$ cat src/hw/rtl/stq_pkg.sv
// shared constants and codes for the sorted task queue
package stq_pkg;

  localparam int unsigned DefCapacity = 16;

  localparam int unsigned TaskW = 8;
  localparam int unsigned KeyW  = 32;
  localparam int unsigned KindW = 2;

  // beat widths, rounded up to whole bytes
  localparam int unsigned InDataW  = 40;
  localparam int unsigned OutDataW = 56;

  // operation codes carried on tuser
  localparam logic [KindW-1:0] KindAppend = 2'd0;
  localparam logic [KindW-1:0] KindInsert = 2'd1;
  localparam logic [KindW-1:0] KindPop    = 2'd2;

endpackage

$ cat src/hw/rtl/sorted_task_queue.sv
// bounded task queue kept as a linked list in on-chip slot memories
//
//  channel  | dir | handshake       | payload
//  ---------+-----+-----------------+-------------------------------------------------
//  s_axis   | in  | tvalid / tready | tuser: kind; tdata: task_id, key
//  m_axis   | out | tvalid / tready | tdata: popped_valid, popped_task, popped_key,
//           |     |                 |        queue_empty, head_task, insert_dropped
//
//  one beat in is handled at a time; every input beat gives exactly one output beat
//  a sorted insert into an empty queue or as the new head needs no walk, otherwise it
//  reads the list node by node from the head; the walk is bound by the single read
//  port of the slot memories, one node per cycle
//  reset empties the queue and chains every slot into the free list at once
//  (per-slot valid bits stand in for the initial link values), no clearing pass
//  a stalled output beat only holds back the last cycle of the next beat

module sorted_task_queue
  import stq_pkg::*;
#(
  parameter int unsigned CAPACITY = DefCapacity
) (
  input  logic                clk_i,
  input  logic                rst_ni,
  // slave side
  input  logic                s_axis_tvalid,
  output logic                s_axis_tready,
  input  logic [InDataW-1:0]  s_axis_tdata,   // [7:0] task_id, [39:8] key
  input  logic [KindW-1:0]    s_axis_tuser,   // [1:0] kind
  // master side
  output logic                m_axis_tvalid,
  input  logic                m_axis_tready,
  output logic [OutDataW-1:0] m_axis_tdata    // [0] popped_valid, [8:1] popped_task,
                                              // [40:9] popped_key, [41] queue_empty,
                                              // [49:42] head_task, [50] insert_dropped
);

  // slot index width and pointer width (pointer also codes the null slot)
  localparam int unsigned IW = (CAPACITY > 1) ? $clog2(CAPACITY) : 1;
  localparam int unsigned PW = $clog2(CAPACITY + 1);
  localparam logic [PW-1:0] NullSlot = PW'(CAPACITY);

  // sequencer states
  localparam logic [3:0] StIdle   = 4'd0;  // waiting for a beat
  localparam logic [3:0] StAlloc  = 4'd1;  // free slot's link arrives, store entry
  localparam logic [3:0] StLTail  = 4'd2;  // hang the new slot on the tail
  localparam logic [3:0] StCmpH   = 4'd3;  // compare against the head node
  localparam logic [3:0] StWalk   = 4'd4;  // one list node per cycle
  localparam logic [3:0] StSplice = 4'd5;  // point the predecessor at the new slot
  localparam logic [3:0] StPop    = 4'd6;  // head node arrives, unlink it
  localparam logic [3:0] StHdRd   = 4'd7;  // task of the new head arrives
  localparam logic [3:0] StDone   = 4'd8;  // hand the result to the output register

  logic [3:0]        state_q, state_d;

  // latched input beat
  logic [KindW-1:0]  kind_q;
  logic [TaskW-1:0]  task_q;
  logic [KeyW-1:0]   key_q;

  // list pointers
  logic [PW-1:0]     head_q, head_d;
  logic [PW-1:0]     tail_q, tail_d;
  logic [PW-1:0]     free_q, free_d;
  logic [TaskW-1:0]  head_task_q, head_task_d;

  // walk and allocation registers
  logic [IW-1:0]     slot_q, slot_d;
  logic [IW-1:0]     cur_q, cur_d;
  logic [PW-1:0]     nxt_q, nxt_d;

  // result staging
  logic              pv_q, pv_d;
  logic [TaskW-1:0]  pt_q, pt_d;
  logic [KeyW-1:0]   pk_q, pk_d;
  logic              drop_q, drop_d;

  // output register
  logic                m_tvalid_q;
  logic [OutDataW-1:0] m_tdata_q;
  logic                out_load;

  // memory ports
  logic              rd_en;
  logic [IW-1:0]     rd_addr;
  logic              dat_we;
  logic              lnk_we;
  logic [IW-1:0]     lnk_addr;
  logic [PW-1:0]     lnk_wdata;

  logic [TaskW-1:0]  mem_task [CAPACITY];
  logic [KeyW-1:0]   mem_key  [CAPACITY];
  logic [PW-1:0]     mem_link [CAPACITY];
  logic [CAPACITY-1:0] link_vld_q;

  logic [TaskW-1:0]  rd_task_q;
  logic [KeyW-1:0]   rd_key_q;
  logic [PW-1:0]     rd_link_raw_q;
  logic              rd_vld_q;
  logic [IW-1:0]     rd_idx_q;
  logic [PW-1:0]     rd_link;

  logic              in_acc;
  logic              head_null;

  assign s_axis_tready = (state_q == StIdle);
  assign in_acc        = s_axis_tvalid && s_axis_tready;
  assign head_null     = (head_q >= NullSlot);

  // a link never written still holds its place in the reset free chain
  assign rd_link = rd_vld_q ? rd_link_raw_q : (PW'(rd_idx_q) + PW'(1));

  // ---------------------------------------------------------------------------
  // slot memories, one shared read address, registered read data
  // ---------------------------------------------------------------------------
  always_ff @(posedge clk_i) begin
    if (dat_we) begin
      mem_task[slot_q] <= task_q;
      mem_key[slot_q]  <= key_q;
    end
    if (lnk_we) begin
      mem_link[lnk_addr] <= lnk_wdata;
    end
    if (rd_en) begin
      rd_task_q     <= mem_task[rd_addr];
      rd_key_q      <= mem_key[rd_addr];
      rd_link_raw_q <= mem_link[rd_addr];
      rd_idx_q      <= rd_addr;
    end
  end

  always_ff @(posedge clk_i or negedge rst_ni) begin
    if (!rst_ni) begin
      link_vld_q <= '0;
      rd_vld_q   <= 1'b0;
    end else begin
      if (lnk_we) begin
        link_vld_q[lnk_addr] <= 1'b1;
      end
      if (rd_en) begin
        rd_vld_q <= link_vld_q[rd_addr];
      end
    end
  end

  // ---------------------------------------------------------------------------
  // sequencer
  // ---------------------------------------------------------------------------
  always_comb begin
    state_d     = state_q;
    head_d      = head_q;
    tail_d      = tail_q;
    free_d      = free_q;
    head_task_d = head_task_q;
    slot_d      = slot_q;
    cur_d       = cur_q;
    nxt_d       = nxt_q;
    pv_d        = pv_q;
    pt_d        = pt_q;
    pk_d        = pk_q;
    drop_d      = drop_q;
    rd_en       = 1'b0;
    rd_addr     = '0;
    dat_we      = 1'b0;
    lnk_we      = 1'b0;
    lnk_addr    = slot_q;
    lnk_wdata   = NullSlot;
    out_load    = 1'b0;

    case (state_q)
      StIdle: begin
        if (in_acc) begin
          pv_d   = 1'b0;
          pt_d   = '0;
          pk_d   = '0;
          drop_d = 1'b0;
          if (s_axis_tuser == KindAppend || s_axis_tuser == KindInsert) begin
            if (free_q >= NullSlot) begin
              drop_d  = 1'b1;
              state_d = StDone;
            end else begin
              rd_en   = 1'b1;
              rd_addr = free_q[IW-1:0];
              slot_d  = free_q[IW-1:0];
              state_d = StAlloc;
            end
          end else if (s_axis_tuser == KindPop) begin
            if (head_null) begin
              state_d = StDone;
            end else begin
              rd_en   = 1'b1;
              rd_addr = head_q[IW-1:0];
              slot_d  = head_q[IW-1:0];
              state_d = StPop;
            end
          end else begin
            state_d = StDone;
          end
        end
      end

      StAlloc: begin
        free_d = rd_link;
        dat_we = 1'b1;
        if (kind_q == KindAppend || head_null) begin
          lnk_we    = 1'b1;
          lnk_addr  = slot_q;
          lnk_wdata = NullSlot;
          state_d   = StLTail;
        end else begin
          rd_en   = 1'b1;
          rd_addr = head_q[IW-1:0];
          state_d = StCmpH;
        end
      end

      StLTail: begin
        tail_d = PW'(slot_q);
        if (head_null) begin
          head_d      = PW'(slot_q);
          head_task_d = task_q;
        end else begin
          lnk_we    = 1'b1;
          lnk_addr  = tail_q[IW-1:0];
          lnk_wdata = PW'(slot_q);
        end
        state_d = StDone;
      end

      StCmpH, StWalk: begin
        if (state_q == StCmpH && key_q < rd_key_q) begin
          // new smallest key takes the head
          lnk_we      = 1'b1;
          lnk_addr    = slot_q;
          lnk_wdata   = head_q;
          head_d      = PW'(slot_q);
          head_task_d = task_q;
          state_d     = StDone;
        end else if (state_q == StWalk && key_q <= rd_key_q) begin
          // goes ahead of this node
          lnk_we    = 1'b1;
          lnk_addr  = slot_q;
          lnk_wdata = nxt_q;
          state_d   = StSplice;
        end else begin
          cur_d = (state_q == StCmpH) ? head_q[IW-1:0] : nxt_q[IW-1:0];
          if (rd_link >= NullSlot) begin
            // end of list reached
            lnk_we    = 1'b1;
            lnk_addr  = slot_q;
            lnk_wdata = NullSlot;
            nxt_d     = NullSlot;
            state_d   = StSplice;
          end else begin
            nxt_d   = rd_link;
            rd_en   = 1'b1;
            rd_addr = rd_link[IW-1:0];
            state_d = StWalk;
          end
        end
      end

      StSplice: begin
        lnk_we    = 1'b1;
        lnk_addr  = cur_q;
        lnk_wdata = PW'(slot_q);
        if (nxt_q >= NullSlot) begin
          tail_d = PW'(slot_q);
        end
        state_d = StDone;
      end

      StPop: begin
        pv_d      = 1'b1;
        pt_d      = rd_task_q;
        pk_d      = rd_key_q;
        lnk_we    = 1'b1;
        lnk_addr  = slot_q;
        lnk_wdata = free_q;
        free_d    = PW'(slot_q);
        head_d    = rd_link;
        if (rd_link >= NullSlot) begin
          head_d      = NullSlot;
          tail_d      = NullSlot;
          head_task_d = '0;
          state_d     = StDone;
        end else begin
          rd_en   = 1'b1;
          rd_addr = rd_link[IW-1:0];
          state_d = StHdRd;
        end
      end

      StHdRd: begin
        head_task_d = rd_task_q;
        state_d     = StDone;
      end

      StDone: begin
        if (!m_tvalid_q || m_axis_tready) begin
          out_load = 1'b1;
          state_d  = StIdle;
        end
      end

      default: begin
        state_d = StIdle;
      end
    endcase
  end

  always_ff @(posedge clk_i or negedge rst_ni) begin
    if (!rst_ni) begin
      state_q     <= StIdle;
      head_q      <= NullSlot;
      tail_q      <= NullSlot;
      free_q      <= '0;
      head_task_q <= '0;
      m_tvalid_q  <= 1'b0;
    end else begin
      state_q     <= state_d;
      head_q      <= head_d;
      tail_q      <= tail_d;
      free_q      <= free_d;
      head_task_q <= head_task_d;
      if (out_load) begin
        m_tvalid_q <= 1'b1;
      end else if (m_axis_tready) begin
        m_tvalid_q <= 1'b0;
      end
    end
  end

  // payload registers
  always_ff @(posedge clk_i) begin
    if (in_acc) begin
      kind_q <= s_axis_tuser;
      task_q <= s_axis_tdata[TaskW-1:0];
      key_q  <= s_axis_tdata[TaskW+KeyW-1:TaskW];
    end
    slot_q <= slot_d;
    cur_q  <= cur_d;
    nxt_q  <= nxt_d;
    pv_q   <= pv_d;
    pt_q   <= pt_d;
    pk_q   <= pk_d;
    drop_q <= drop_d;
    if (out_load) begin
      m_tdata_q <= {(OutDataW - 51)'(0), drop_q,
                    (head_null ? '0 : head_task_q), head_null, pk_q, pt_q, pv_q};
    end
  end

  assign m_axis_tvalid = m_tvalid_q;
  assign m_axis_tdata  = m_tdata_q;

  // ---------------------------------------------------------------------------
  // checks
  // ---------------------------------------------------------------------------
  a_head_tail_null: assert property (@(posedge clk_i) disable iff (!rst_ni)
    state_q == StIdle |-> ((head_q >= NullSlot) == (tail_q >= NullSlot)))
    else $error("head and tail disagree on an empty queue");

  a_full_not_empty: assert property (@(posedge clk_i) disable iff (!rst_ni)
    (state_q == StIdle && free_q >= NullSlot) |-> !head_null)
    else $error("free list and queue both empty");

  a_accept_leaves_idle: assert property (@(posedge clk_i) disable iff (!rst_ni)
    in_acc |=> state_q != StIdle)
    else $error("accepted beat not started");

  a_result_from_done: assert property (@(posedge clk_i) disable iff (!rst_ni)
    $rose(m_axis_tvalid) |-> $past(state_q) == StDone)
    else $error("output beat raised outside the done state");

  a_no_link_collision: assert property (@(posedge clk_i) disable iff (!rst_ni)
    (lnk_we && rd_en) |-> lnk_addr != rd_addr)
    else $error("link write and read hit the same slot");

endmodule
$ cat config.mk
export PLATFORM = sky130hd
export DESIGN_NAME = sorted_task_queue
export DESIGN_NICKNAME = d
export VERILOG_FILES = /design/src/hw/rtl/stq_pkg.sv /design/src/hw/rtl/sorted_task_queue.sv
export SDC_FILE = /design/constraint.sdc
export NUM_CORES = 1
export LEC_CHECK = 0
export BUFFER_PORTS_ARGS = -buffer_cell sky130_fd_sc_hd__buf_4
export CAP_MARGIN = 20
export CORE_UTILIZATION = 40
export DETAILED_ROUTE_END_ITERATION = 16
export SETUP_SLACK_MARGIN = 0.3
export SLEW_MARGIN = 25
export SYNTH_ARGS = -nofsm -noshare
export SYNTH_HDL_FRONTEND = slang
export SYNTH_SLANG_ARGS = --single-unit
$ cat constraint.sdc
create_clock -name clk_i -period 4.17 [get_ports clk_i]
set_input_delay 0.834 -clock clk_i [delete_from_list [all_inputs] [get_ports clk_i]]
set_output_delay 0.834 -clock clk_i [all_outputs]
set_load 0.02 [all_outputs]
==> out/qor.txt, run 1 <==
fin. max-slew vios: 0
R2R depth: 15
WP data required: 4.64 ns
Final Util: 0.486
met1 GRT Util: 0.282
Setup crit end kind: flip-flop
Clock transition at path regs: 0.06 ns
I/O pin cnt: 104
initial antenna violation count: 1
RR Startpoint: key_q[13]
Hold Crit Class: in -> async
count of final setup violators: 0
status: completed
share of the synthesized area in the top cell type: 0.720
Internal: 21.9 mW
via count: 22600
asr flop ratio synth: 0.0458
TritonCTS Buffers: 97
crit path time final: 3.87 ns
initial core utilization: 0.403
sw frac: 0.321
Hold Slack: 0.184 ns
layer with the highest usage: met2
CTS tree: built
die width: 311 um
RSZ-0062 raised after global routing: true
crit path kind: reg -> reg
number of I/O port buffers: 98
Post-synth EDFFs: 917
Max Clock Skew: 0.0378 ns
Cell Rows: 113
post-route ant nets: 0
Clock power frac: 0.274
Syn Inst Count: 2493
total number of yosys warnings: 0
largest cells by area after synthesis: edfxtp_1 (72%), nand2_1 (3.4%), dfrtp_1 (2.8%), a211oi_1 (2.5%), mux2i_1 (2.5%)
maximum VDD drop: 0.362 mV
initial drt markers: 2048
hold_buf cts: 0
area leader, netlist: edfxtp_1
Syn Area/Cell: 15.3 sq um
GRT Util Overall: 0.197
Combinational Power Share: 0.313
GRT met3 Usage: 0.0303
share of power burned in registers: 0.413
worst reg2reg endpoint: rd_key_q[10]
Clock Latency Late Sink: 0.67 ns
share of layout cells above drive strength 1: 0.215
DR pass1 iterations: 8
Max Cap Violations: 0
most common cell in the synthesized netlist: edfxtp_1
fin crit share: 0.928
pwr dens: 699 nW/um^2
post-synthesis register bit count: 961
Layout Nets: 2840
largest net degree at the start of global routing: 58
vias in the first global route: 22200
Vias per Instance: 5.50
fmax: 258 MHz
R2R Setup Slk: 0.30 ns
Detailed Place HPWL: 54.5 mm
Slew @ Worst Pin: 0.927 ns
Critical Path Source Type: flip-flop
DRC: 0
Die ar.: 96900 sq um
routed wire length per instance: 23.6 um
clock sink count: 961
worst setup path start: key_q[13]
Layout area overhead: 20.6%
clock buffer depth: 3
Die Y: 311 um
RD Place Congestion: 0.894
CORE AREA: 94900 sq um
Post-Route Setup TNS: 0 ns
dpl cells: 3900
global-route wire length before repair: 143 mm
top cells by count, synth: edfxtp_1 (917), nand2_1 (342), and2_1 (128)
WL final: 97.1 mm
Cell Count, Final, Fillers Out: 4109
net switching power figure: 10.3 mW
post-synth cell types: 69
Max-Slew Margin vs Limit: 0.382
sequential share of the synthesized area: 0.749
Final Hold Vio Count: 0
H-Tree Level Count: 3
Mapped Area: 38300 sq um
largest fanout on the critical path: 20
total power draw: 32.2 mW
clk root buf: clkbuf_16
met2 GRT Util: 0.314
CP Data Arrival Time: 4.34 ns
total congestion overflow: 0
dominant synthesized flop cell: edfxtp_1
LEAKAGE: 15.8 nW
==> per-layer routing <==
layer	share of wire	up-vias
li1	-	10100
met1	0.44	11400
met2	0.47	850
met3	0.064	167
met4	0.026	0
met5	0	-
==> stage by stage <==
stage | area, sq um | setup WS [ns]
2_1_floorplan | 38300 | 0.461
3_3_place_gp | 42100 | -0.171
3_5_place_dp | 42100 | -0.177
4_1_cts | 45700 | 0.301
5_1_grt | 46100 | 0.214
6_report | 46100 | 0.301
==> cell type report <==
type | instances | area, sq um
inverter | 43 | 178
tap | 1265 | 1580
antenna | 1 | 2.50
timing repair inverter | 1 | 11.3
fill | 7918 | 48700
clock buffer | 126 | 2620
multi-input combinational | 1342 | 9190
timing repair buffer | 315 | 3290
sequential | 961 | 28600
clock inverter | 55 | 623
==> sequential cells by signal, summed over array words and instances, names as in the netlist, 2 cells and up <==
signal and cells:
state_q 4, free_q 5, mem_link 80, key_q 32
task_q 8, nxt_q 5, head_task_q 8, kind_q 2
head_q 5, rd_link_raw_q 5, tail_q 4, rd_task_q 8
rd_idx_q 4, m_axis_tdata 51, pt_q 8, rd_key_q 32
link_vld_q 16, pk_q 32, mem_key 512, cur_q 4
slot_q 4, mem_task 128
==> layout by cell type, fill, tap and decap left out, types with 13 or more instances in the layout <==
cell type	n
edfxtp_1	917
nand2_1	337
buf_4	245
and2_1	128
clkbuf_16	103
mux2i_1	94
a211oi_1	94
a31oi_1	93
nor2_1	76
buf_12	55
mux2_2	53
a221o_1	48
and3_1	46
o32ai_1	45
dfrtp_1	43
a211oi_2	42
inv_1	40
a21oi_1	35
o21ai_0	32
ha_1	29
clkbuf_1	24
clkinv_2	20
and2_0	19
a22oi_1	16
nor2b_1	15
nor2_4	15
o21bai_1	15
clkinv_1	13
==> critical path: stages (launching register included) <==
cell and delay [ns]:
edfxtp_1 0.48, ha_4 0.32, nand4_1 0.23, nor4_4 0.34
buf_4 0.19, o21ai_2 0.07, a31oi_4 0.25, o311ai_4 0.12
buf_6 0.17, o21ai_4 0.16, buf_12 0.14, buf_12 0.18
buf_12 0.19, mux2_2 0.35, o32ai_1 0.16, a221o_1 0.27
==> cells by family (layout without fill, tap and decap cells) <==
| logic type | after synthesis | in the layout | share of synthesized area |
|---|---|---|---|
| buffers and inverters | 194 | 540 | 0.0241 |
| flip-flops | 961 | 961 | 0.749 |
| XOR/XNOR | 2 | 2 | 0.000458 |
| multiplexers | 147 | 147 | 0.0402 |
| AO/OA/AOI/OAI | 459 | 459 | 0.0902 |
| adder cells (fa/ha/maj) | 33 | 33 | 0.0108 |
| other | 1 | 6 | 0.0000980 |
| AND/OR/NAND/NOR | 696 | 696 | 0.0857 |
==> power groups by stage <==
stage | Clock, mW | Sequential (mW) | Combinational (mW)
after detailed placement | 0 | 13.5 | 9.41
after global routing | 9.37 | 13.4 | 10.8
final | 8.84 | 13.3 | 10.1
after global placement | 0 | 13.5 | 9.24
after CTS | 8.99 | 13.3 | 9.78
after floorplan | 0 | 13.5 | 5.40
==> timing repair <==
item / CTS / global route
pin swaps: 12 / 10
buffers inserted: 15 / 4
cloned: 4 / 3
endpoints found under the setup margin: 119 / 96
resized for setup: 19 / 50
==> worst max-delay path by stage <==
| stage | endpoint | cells past startpoint |
|---|---|---|
| after floorplan | rd_key_q[2] | 13 |
| after global placement | rd_key_q[10] | 13 |
| after detailed placement | rd_key_q[10] | 13 |
| after CTS | rd_key_q[4] | 15 |
| after global routing | rd_key_q[10] | 15 |
| final | rd_key_q[10] | 15 |
No activity file was read; power rests on OpenSTA's default activity.
==> run 2: changes to the inputs <==
--- a/config.mk
+++ b/config.mk
@@ -7,6 +7,7 @@
 export LEC_CHECK = 0
 export BUFFER_PORTS_ARGS = -buffer_cell sky130_fd_sc_hd__buf_4
 export CAP_MARGIN = 20
+export CORE_MARGIN = 3
 export CORE_UTILIZATION = 40
 export DETAILED_ROUTE_END_ITERATION = 16
 export SETUP_SLACK_MARGIN = 0.3
==> out/qor.txt, run 2 (same netlist as run 1, synthesis figures left out) <==
status: completed
DR pass1 iterations: 5 (-3)
clk root buf: clkbuf_16
die width: 315 um (+1.3%)
Die ar.: 99400 sq um (+2.6%)
number of I/O port buffers: 98 (unchanged)
share of layout cells above drive strength 1: 0.199 (-0.0160)
CORE AREA: 94000 sq um (-0.88%)
Combinational Power Share: 0.302 (-0.011)
RSZ-0062 raised after global routing: true
delay of the slowest critical-path stage: 0.41 ns (-0.07 ns)
RD Place Congestion: 0.884 (-1.1%)
Slowest cell on crit path: edfxtp_1
fin crit share: 0.898 (-0.0302)
TritonCTS Buffers: 100 (+3.1%)
LEAKAGE: 15.4 nW (-2.1%)
Die Y: 315 um (+1.3%)
most common cell after layout, fill and taps aside: edfxtp_1
routed wire length per instance: 23.4 um (-0.91%)
Clock Latency Late Sink: 0.67 ns (about the same)
CP Data Arrival Time: 4.12 ns (-0.22 ns)
DRC: 0 (unchanged)
fin. max-slew vios: 0 (unchanged)
CTS tree: built
CP delay by family, top: compound AO/OA/AOI/OAI gates
Setup crit end kind: flip-flop
clock buffer depth: 3 (unchanged)
maximum VDD drop: 0.495 mV (+37%)
largest net degree at the start of global routing: 99 (+71%)
I/O pin cnt: 104 (unchanged)
net switching power figure: 10.2 mW (-1.4%)
total power draw: 31.7 mW (-1.7%)
Clock power frac: 0.277 (+0.003)
Cell Rows: 112 (-0.88%)
vias in the first global route: 22100 (-0.35%)
Hold Crit Class: in -> async
GRT Util Overall: 0.189 (-0.00786)
pwr dens: 696 nW/um^2 (-0.36%)
Vias per Instance: 5.48 (-0.35%)
Layout Nets: 2813 (-0.95%)
Cell Chain, Critical Path: ha_1, nand4_1, nor4_2, buf_4, o21ai_1, a31oi_4, o311ai_4, buf_4, o21ai_1, inv_1, nand2_2, buf_12, o32ai_1, a221o_1
R2R depth: 14 (-1)
WL final: 95.4 mm (-1.8%)
Largest regs: mem_key x512, mem_task x128, mem_link x80
initial drt markers: 2049 (+0.049%)
hold_buf cts: 0 (unchanged)
sw frac: 0.322 (+0.00106)
global-route wire length before repair: 140 mm (-1.8%)
largest fanout on the critical path: 31 (+55%)
post-route ant nets: 0 (unchanged)
count of final setup violators: 0 (unchanged)
crit path time final: 3.74 ns (-0.126 ns)
Max-Slew Margin vs Limit: 0.369 (-0.0132)
Final Hold Vio Count: 0 (unchanged)
Critical Path Source Type: flip-flop
largest register by flop count: mem_key
Layout area overhead: 19.0%
ANT cells: 0 (-1)
clock sink count: 961 (unchanged)
Clock transition at path regs: 0.06 ns (about the same)
Buf/Inv on CP: 4 (-1)
total congestion overflow: 0 (unchanged)
H-Tree Level Count: 3 (unchanged)
WP data required: 4.54 ns (-0.10 ns)
worst reg2reg endpoint: rd_task_q[4]
Max Clock Skew: 0.0281 ns (-0.00973 ns)
Largest register FFs: 512 (unchanged)
share of power burned in registers: 0.421 (+0.008)
initial antenna violation count: 1 (unchanged)
RR Startpoint: key_q[11]
crit path kind: reg -> reg
commonest non-fill, non-tap cells in the layout: edfxtp_1 (917), nand2_1 (336), buf_4 (229), and2_1 (128), a211oi_1 (111)
# fillers: 7830 (-1.1%)
Post-Route Setup TNS: 0 ns (unchanged)
fmax: 267 MHz (+3.4%)
Detailed Place HPWL: 52.5 mm (-3.6%)
initial core utilization: 0.407 (+0.00360)
R2R Setup Slk: 0.43 ns (+0.13 ns)
via count: 22300 (-1.2%)
Max Cap Violations: 0 (unchanged)
Slew @ Worst Pin: 0.946 ns (+0.0197 ns)
Internal: 21.5 mW (-1.8%)
-- run 2: what timing repair did --
| action | 4_1_cts | 5_1_grt |
|---|---|---|
| setup buffers | 1 | 8 |
| pin swaps | 3 | 11 |
| endpoints found under the hold margin | 0 | 0 |
| setup endpoints to repair | 134 | 141 |
| gates resized for setup | 3 | 31 |
| gates cloned | 0 | 1 |
-- run 2: worst register-to-register path: cells and delay by family (launching register included) --
kind,cells,cell delay (ns)
AOI/OAI and AO/OA,6,1.28
and+or+nand+nor,3,0.66
DFF,1,0.41
adders and majority gates,1,0.34
buffers and inverters,4,0.76
-- run 2: layout make-up --
type                    count  area (sq um)  area share
clock buffers             120          2600      0.0571
clock inverters            68           663      0.0146
inverters                  43           178     0.00390
multi-input cells        1342          9030       0.198
flip-flops and latches    961         28600       0.629
well taps                1254          1570      0.0345
repair buffers            286          2840      0.0625
-- run 2: worst max-delay path by stage --
stage | start | endpoint | slack, ns | cells after the start
2_1_floorplan | s_axis_tvalid | rd_key_q[2] | 0.46 | 13
3_3_place_gp | key_q[19] | rd_key_q[19] | 0.08 | 13
3_5_place_dp | key_q[19] | rd_link_raw_q[2] | 0.11 | 14
4_1_cts | key_q[7] | mem_link[13][3] | 0.28 | 14
5_1_grt | rd_key_q[11] | rd_key_q[9] | 0.28 | 16
6_report | key_q[11] | rd_task_q[4] | 0.43 | 14
-- run 2: stage by stage --
| stage | utilization | hold slack (ns) | cells | cell area, sq um | setup slack [ns] |
|---|---|---|---|---|---|
| final | 0.484 | 0.177 | 4074 | 45500 | 0.427 |
| after global routing | 0.484 | 0.198 | 4074 | 45500 | 0.280 |
| after CTS | 0.481 | 0.166 | 4064 | 45300 | 0.285 |
| after detailed placement | 0.446 | 0.405 | 3875 | 42000 | 0.109 |
| after global placement | 0.446 | 0.403 | 3875 | 42000 | 0.0821 |
| after floorplan | - | 0.400 | 2497 | 38300 | 0.461 |
-- run 2: metal layers --
metal	vias up	routed length, um	GRT usage
met4	0	2300	0.0504
met2	765	44100	0.300
li1	10000	-	-
met1	11300	42900	0.270
met5	-	0	0
met3	158	6160	0.0340
-- run 2: power by group through the flow --
stage	logic [mW]	clock network, mW	registers, mW
after floorplan	5.40	0	13.5
after global placement	9.21	0	13.5
after detailed placement	9.40	0	13.5
after CTS	9.45	8.94	13.4
after global routing	10.4	9.35	13.5
final	9.58	8.77	13.3
